File: config.mk
export PLATFORM = sky130hd
export DESIGN_NAME = switch_scan_change_detector_core
export DESIGN_NICKNAME = d
export VERILOG_FILES = /design/src/rtl/scd_pkg.sv /design/src/rtl/scd_front.sv /design/src/rtl/scd_emit.sv /design/src/rtl/switch_scan_change_detector_core.sv
export SDC_FILE = /design/constraint.sdc
export NUM_CORES = 1
export LEC_CHECK = 0
export ABC_AREA = 1
export BUFFER_PORTS_ARGS = -buffer_cell sky130_fd_sc_hd__buf_2
export CELL_PAD_IN_SITES_DETAIL_PLACEMENT = 1
export CELL_PAD_IN_SITES_GLOBAL_PLACEMENT = 2
export CORE_ASPECT_RATIO = 0.8
export CORE_UTILIZATION = 42
export CTS_CLUSTER_SIZE = 28
export DETAILED_ROUTE_END_ITERATION = 8
export GPL_TIMING_DRIVEN = 0
export PLACE_DENSITY_LB_ADDON = 0.1
export REMOVE_ABC_BUFFERS = 1
export SYNTH_ARGS = -nofsm -noshare
export SYNTH_HDL_FRONTEND = slang
export SYNTH_SLANG_ARGS = --single-unit
File: constraint.sdc
create_clock -name clk -period 7.4 [get_ports clk]
set_clock_uncertainty 0.05 [all_clocks]
set_input_delay 0.37 -clock clk [delete_from_list [all_inputs] [get_ports clk]]
set_output_delay 0.37 -clock clk [all_outputs]
set_load 0.01 [all_outputs]
File: src/rtl/scd_pkg.sv
`default_nettype none

package scd_pkg;

    // One scanned byte and its position in the switch chain.
    typedef struct packed {
        logic [2:0] byte_index;
        logic [7:0] raw_byte;
    } scan_t;

    // One change event.
    typedef struct packed {
        logic [5:0] switch_number;
        logic       switch_state;
        logic       last_event;
    } change_t;

    // A scanned byte that differs from its stored copy, waiting to be unpacked into events.
    typedef struct packed {
        logic [2:0] pos;
        logic [7:0] now;
        logic [7:0] diff;
    } job_t;

endpackage

`default_nettype wire

File: src/rtl/scd_front.sv
`default_nettype none

module scd_front #(
    parameter int SWITCH_BYTES = 8
) (
    input  wire logic          clk,
    input  wire logic          rst_n,
    input  wire logic          scan_valid,
    output logic               scan_stall,
    input  wire scd_pkg::scan_t scan,
    output logic               job_valid,
    output scd_pkg::job_t      job,
    input  wire logic          job_load
);

    localparam int IDX_W = (SWITCH_BYTES > 1) ? $clog2(SWITCH_BYTES) : 1;

    logic [7:0]     store_reg [SWITCH_BYTES];
    logic           job_valid_reg;
    logic           job_valid_next;
    scd_pkg::job_t  job_reg;
    logic           accept;
    logic           in_range;
    logic [IDX_W-1:0] addr;
    logic [7:0]     diff;
    logic           hit;

    assign addr     = IDX_W'(scan.byte_index);
    assign in_range = 32'(scan.byte_index) < SWITCH_BYTES;
    assign diff     = scan.raw_byte ^ store_reg[addr];
    assign hit      = in_range && (diff != 8'd0);

    // The job register frees up in the same cycle the emitter takes its contents.
    assign scan_stall = job_valid_reg && !job_load;
    assign accept     = scan_valid && !scan_stall;

    always_comb
    begin
        job_valid_next = job_valid_reg;
        if (!job_valid_reg || job_load)
        begin
            job_valid_next = accept && hit;
        end
    end

    always_ff @(posedge clk or negedge rst_n)
    begin
        if (!rst_n)
        begin
            job_valid_reg <= 1'b0;
            for (int i = 0; i < SWITCH_BYTES; i++)
            begin
                store_reg[i] <= 8'd0;
            end
        end
        else
        begin
            job_valid_reg <= job_valid_next;
            if (accept && in_range)
            begin
                store_reg[addr] <= scan.raw_byte;
            end
        end
    end

    always_ff @(posedge clk)
    begin
        if (accept)
        begin
            job_reg.pos  <= scan.byte_index;
            job_reg.now  <= scan.raw_byte;
            job_reg.diff <= diff;
        end
    end

    assign job_valid = job_valid_reg;
    assign job       = job_reg;

endmodule

`default_nettype wire

File: src/rtl/scd_emit.sv
`default_nettype none

module scd_emit (
    input  wire logic           clk,
    input  wire logic           rst_n,
    input  wire logic           job_valid,
    input  wire scd_pkg::job_t  job,
    output logic                job_load,
    output logic                chg_valid,
    input  wire logic           chg_stall,
    output scd_pkg::change_t    chg
);

    logic [7:0]        mask_reg;
    logic [7:0]        mask_next;
    logic [2:0]        pos_reg;
    logic [7:0]        now_reg;
    logic              out_valid_reg;
    scd_pkg::change_t  out_reg;
    logic              pend;
    logic              out_free;
    logic              fire;
    logic [2:0]        sel_j;
    logic [2:0]        sel_bit;
    logic [7:0]        rest;

    // Pick the lowest j whose raw bit 7-j is still pending: the first bit shifted in goes first.
    always_comb
    begin
        sel_j = 3'd0;
        for (int j = 7; j >= 0; j--)
        begin
            if (mask_reg[7 - j])
            begin
                sel_j = 3'(j);
            end
        end
    end

    assign sel_bit  = 3'd7 - sel_j;
    assign rest     = mask_reg & ~(8'd1 << sel_bit);
    assign pend     = mask_reg != 8'd0;
    assign out_free = !out_valid_reg || !chg_stall;
    assign fire     = pend && out_free;
    assign job_load = job_valid && (!pend || (fire && (rest == 8'd0)));

    always_comb
    begin
        mask_next = mask_reg;
        if (job_load)
        begin
            mask_next = job.diff;
        end
        else if (fire)
        begin
            mask_next = rest;
        end
    end

    always_ff @(posedge clk or negedge rst_n)
    begin
        if (!rst_n)
        begin
            mask_reg      <= 8'd0;
            out_valid_reg <= 1'b0;
        end
        else
        begin
            mask_reg <= mask_next;
            if (fire)
            begin
                out_valid_reg <= 1'b1;
            end
            else if (!chg_stall)
            begin
                out_valid_reg <= 1'b0;
            end
        end
    end

    always_ff @(posedge clk)
    begin
        if (job_load)
        begin
            pos_reg <= job.pos;
            now_reg <= job.now;
        end
        if (fire)
        begin
            out_reg.switch_number <= {pos_reg, sel_j};
            out_reg.switch_state  <= now_reg[sel_bit];
            out_reg.last_event    <= rest == 8'd0;
        end
    end

    assign chg_valid = out_valid_reg;
    assign chg       = out_reg;

endmodule

`default_nettype wire

File: src/rtl/switch_scan_change_detector_core.sv
`default_nettype none

// Switch scan change detector. Each scan beat carries one byte of a switch bank and its
// position; the byte is compared with the copy kept for that position (all zeros after
// reset), and one change beat comes out per changed bit, in ascending switch number
// (position * 8 + j, where j selects raw bit 7-j), with last_event set on the final one.
// Positions at or beyond SWITCH_BYTES are dropped without effect. A byte with k changed
// bits yields k events, up to eight, and the event emitter, which hands out one event per
// cycle while the consumer does not stall, sets the sustained rate. A byte with no change
// never reaches the emitter. A scan beat passes the job register, the emitter's mask
// register and then the output register before its first event appears. While a byte
// waits in the job register, the scan input stalls until the emitter takes it, and the
// output register holds one beat for a stalled consumer.
module switch_scan_change_detector_core #(
    parameter int SWITCH_BYTES = 8
) (
    input  wire logic            clk,
    input  wire logic            rst_n,
    input  wire logic            scan_valid,
    output logic                 scan_stall,
    input  wire scd_pkg::scan_t  scan,
    output logic                 chg_valid,
    input  wire logic            chg_stall,
    output scd_pkg::change_t     chg
);

    logic           job_valid;
    scd_pkg::job_t  job;
    logic           job_load;

    scd_front #(
        .SWITCH_BYTES (SWITCH_BYTES)
    ) u_front (
        .clk        (clk),
        .rst_n      (rst_n),
        .scan_valid (scan_valid),
        .scan_stall (scan_stall),
        .scan       (scan),
        .job_valid  (job_valid),
        .job        (job),
        .job_load   (job_load)
    );

    scd_emit u_emit (
        .clk       (clk),
        .rst_n     (rst_n),
        .job_valid (job_valid),
        .job       (job),
        .job_load  (job_load),
        .chg_valid (chg_valid),
        .chg_stall (chg_stall),
        .chg       (chg)
    );

endmodule

`default_nettype wire

==> qor.txt <==
Ys Warns: 0
CTS tree: yes
Core Box Area: 0.0123 mm2
Actual slew at the worst max-slew pin: 935 ps
CTS max path bufs: 2
Primary FF master, synth: dfrtp_1
Most common cell in the netlist: nand2_1
Synth Cell Area: 0.00536 mm2
Synth Area per Inst: 9.14 um2
Fin cells: 768
Worst-path fanout max: 61
Area of the multi-input gates: 0.00196 mm2
Netlist cell types: 36
Antenna diodes: 0
GRT Total Usage: 23.0%
Routed Wire Length: 14,100 um
Via count: 4,149
Register area share after synthesis: 55.8%
Power Density: 411 mW/mm2
Routed vias/inst: 5.40
Drt pass-1 iters: 4
Top cells by count, synth: nand2_1 (222), dfrtp_1 (74), nand4_1 (71)
Yosys reg bits: 112
Clock Sinks: 112
CTS Buf Count: 9
Num rows: 36
Sequential cell area: 0.00299 mm2
Global-route wire length before repair: 22,700 um
Post-DP HPWL: 9740 um
Hold buffer count at CTS: 1
Crit end category: register
Max FFs per register: 64
Port Buffers: 24
Vias in the first global route: 4,096
GP Congestion: 0.824
Tcrit/Tclk final: 45.3%
Final Setup Violations: 0
Root buf cell: clkbuf_16
Synth area leader: dfrtp_1
Crit path DAT: 3280 ps
Crit start category: register
Data required time of the worst path: 7330 ps
Fill count: 1,460
Async S/R FF share, synth: 66.1%
Post-CTS Setup Inserts: 0
H-tree lvl count: 3
Synth area leaders: dfrtp_1 (35%), edfxtp_1 (21%), nand2_1 (16%)
Max-slew violation count: 0
HP Start: chg_stall
R2R Path Start: u_emit.mask_reg[2]
Util after Layout: 47.5%
Inst Count DP: 751
Pleak: 2.77 nW
Io pins: 25
Achievable frequency: 0.298 GHz
Layout cells sized above 1: 10.4%
Rel. slew slack: 37.7%
Post-CTS sizing: 0
Die Y: 103 um
Status: complete, no violations
Final worst path period need: 3350 ps
Nets@finish: 607
Mapped Cells: 587
Dpl cell area: 0.00554 mm2
Clock slew at reported path FFs: 80 ps
Unrepaired setup endpoints after global routing: false
WL/cell: 18.4 um
EDFF count, synth: 38
Initial drt markers: 250
Largest net degree at the start of global routing: 75
HP Class: input port to register
Worst-Skew Late Latency: 350 ps
Effective utilization at floorplan: 43.6%
Final Hold Fails: 0
Final Cell Area: 0.00584 mm2
Die W: 128 um
Synth top area share: 34.5%
Residual DRC count: 0
Max IR drop VDD: 0.000386 V
Crit Path Category: register to register
Die ar.: 0.0132 mm2
Total congestion overflow: 0
CP startpoint: u_emit.mask_reg[2]
TNS Setup: 0 ps
Maxcap violations: 0
Antenna-violating nets left: 0
P&R area growth vs syn: 8.96%
Initial antenna violation count: 0
==> metal layers <==
metal	part of all wire [%]	GRT usage, %	vias to the layer above
met5	0	0	-
met4	0.70	4.62	0
met2	45	36.0	62
li1	-	-	1986
met1	50	33.8	2093
met3	4.3	3.79	8
==> area by class of cell <==
type                       count  area share [%]
sequential                   112            51.2
multi-input combinational    392            33.6
clock buffer                   9            3.85
tap                          171            3.66
timing repair buffer          27            3.25
inverter                      50            3.21
clock inverter                 7            1.20
==> where the power goes <==
part           internal, mW  switching, mW  leakage, nW
Combinational         0.254          0.586         1.33
Clock                 0.263          0.230        0.147
Sequential            0.935          0.131         1.29
Total                  1.45          0.947         2.77
==> cells in the final DEF (no fill, tap or decap), types with 8 or more instances in the layout <==
master,netlist,routed
nand3_1,33,33
inv_1,43,43
nor2_1,12,12
nand4_1,71,71
dfrtp_1,74,74
nand2_1,222,222
clkbuf_16,0,9
nand3_4,7,8
edfxtp_1,38,38
buf_2,18,22
==> kinds of logic (layout without fill, tap and decap cells) <==
logic type      after synthesis  count (layout)  synth area share (%)
simple gates                358             358                  31.8
xor+xnor                      7               7                  1.14
buf+inv                      83              93                  7.72
compound gates               27              27                  3.50
flops                       112             112                  55.8
==> through the flow <==
step           setup WS [ps]  total power [mW]  hold WS (ps)
2_1_floorplan           4360              1.60          24.4
3_3_place_gp            3250              1.84           353
3_5_place_dp            4060              1.93           167
4_1_cts                 4030              2.42           220
5_1_grt                 3770              2.58           225
6_report                4050              2.40           229
==> final timing paths <==
kind | end | depth (start not counted) | slack [ps]
max in group asynchronous | u_front.store_reg[17] | 3 | 6380
hold reg to reg | u_emit.pos_reg[1] | 0 | 370
min in group asynchronous | u_emit.mask_reg[4] | 2 | 350
setup reg to reg | u_front.job[17] | 14 | 4050
hold / removal | u_emit.chg_valid | 3 | 230
setup / recovery | u_front.job[17] | 14 | 4050
==> worst max-delay path, stage by stage (launching register included) <==
cell	delay, ps
dfrtp_1	480
nor2_1	140
nand2_1	80
nand2_2	90
nand2_2	70
inv_2	160
nand3_1	120
nand2_1	120
nand3_1	130
nor2_2	160
nand3_2	110
nand3_4	240
buf_16	290
nand2_1	80
inv_1	580
(Power assumes the default switching activity.)
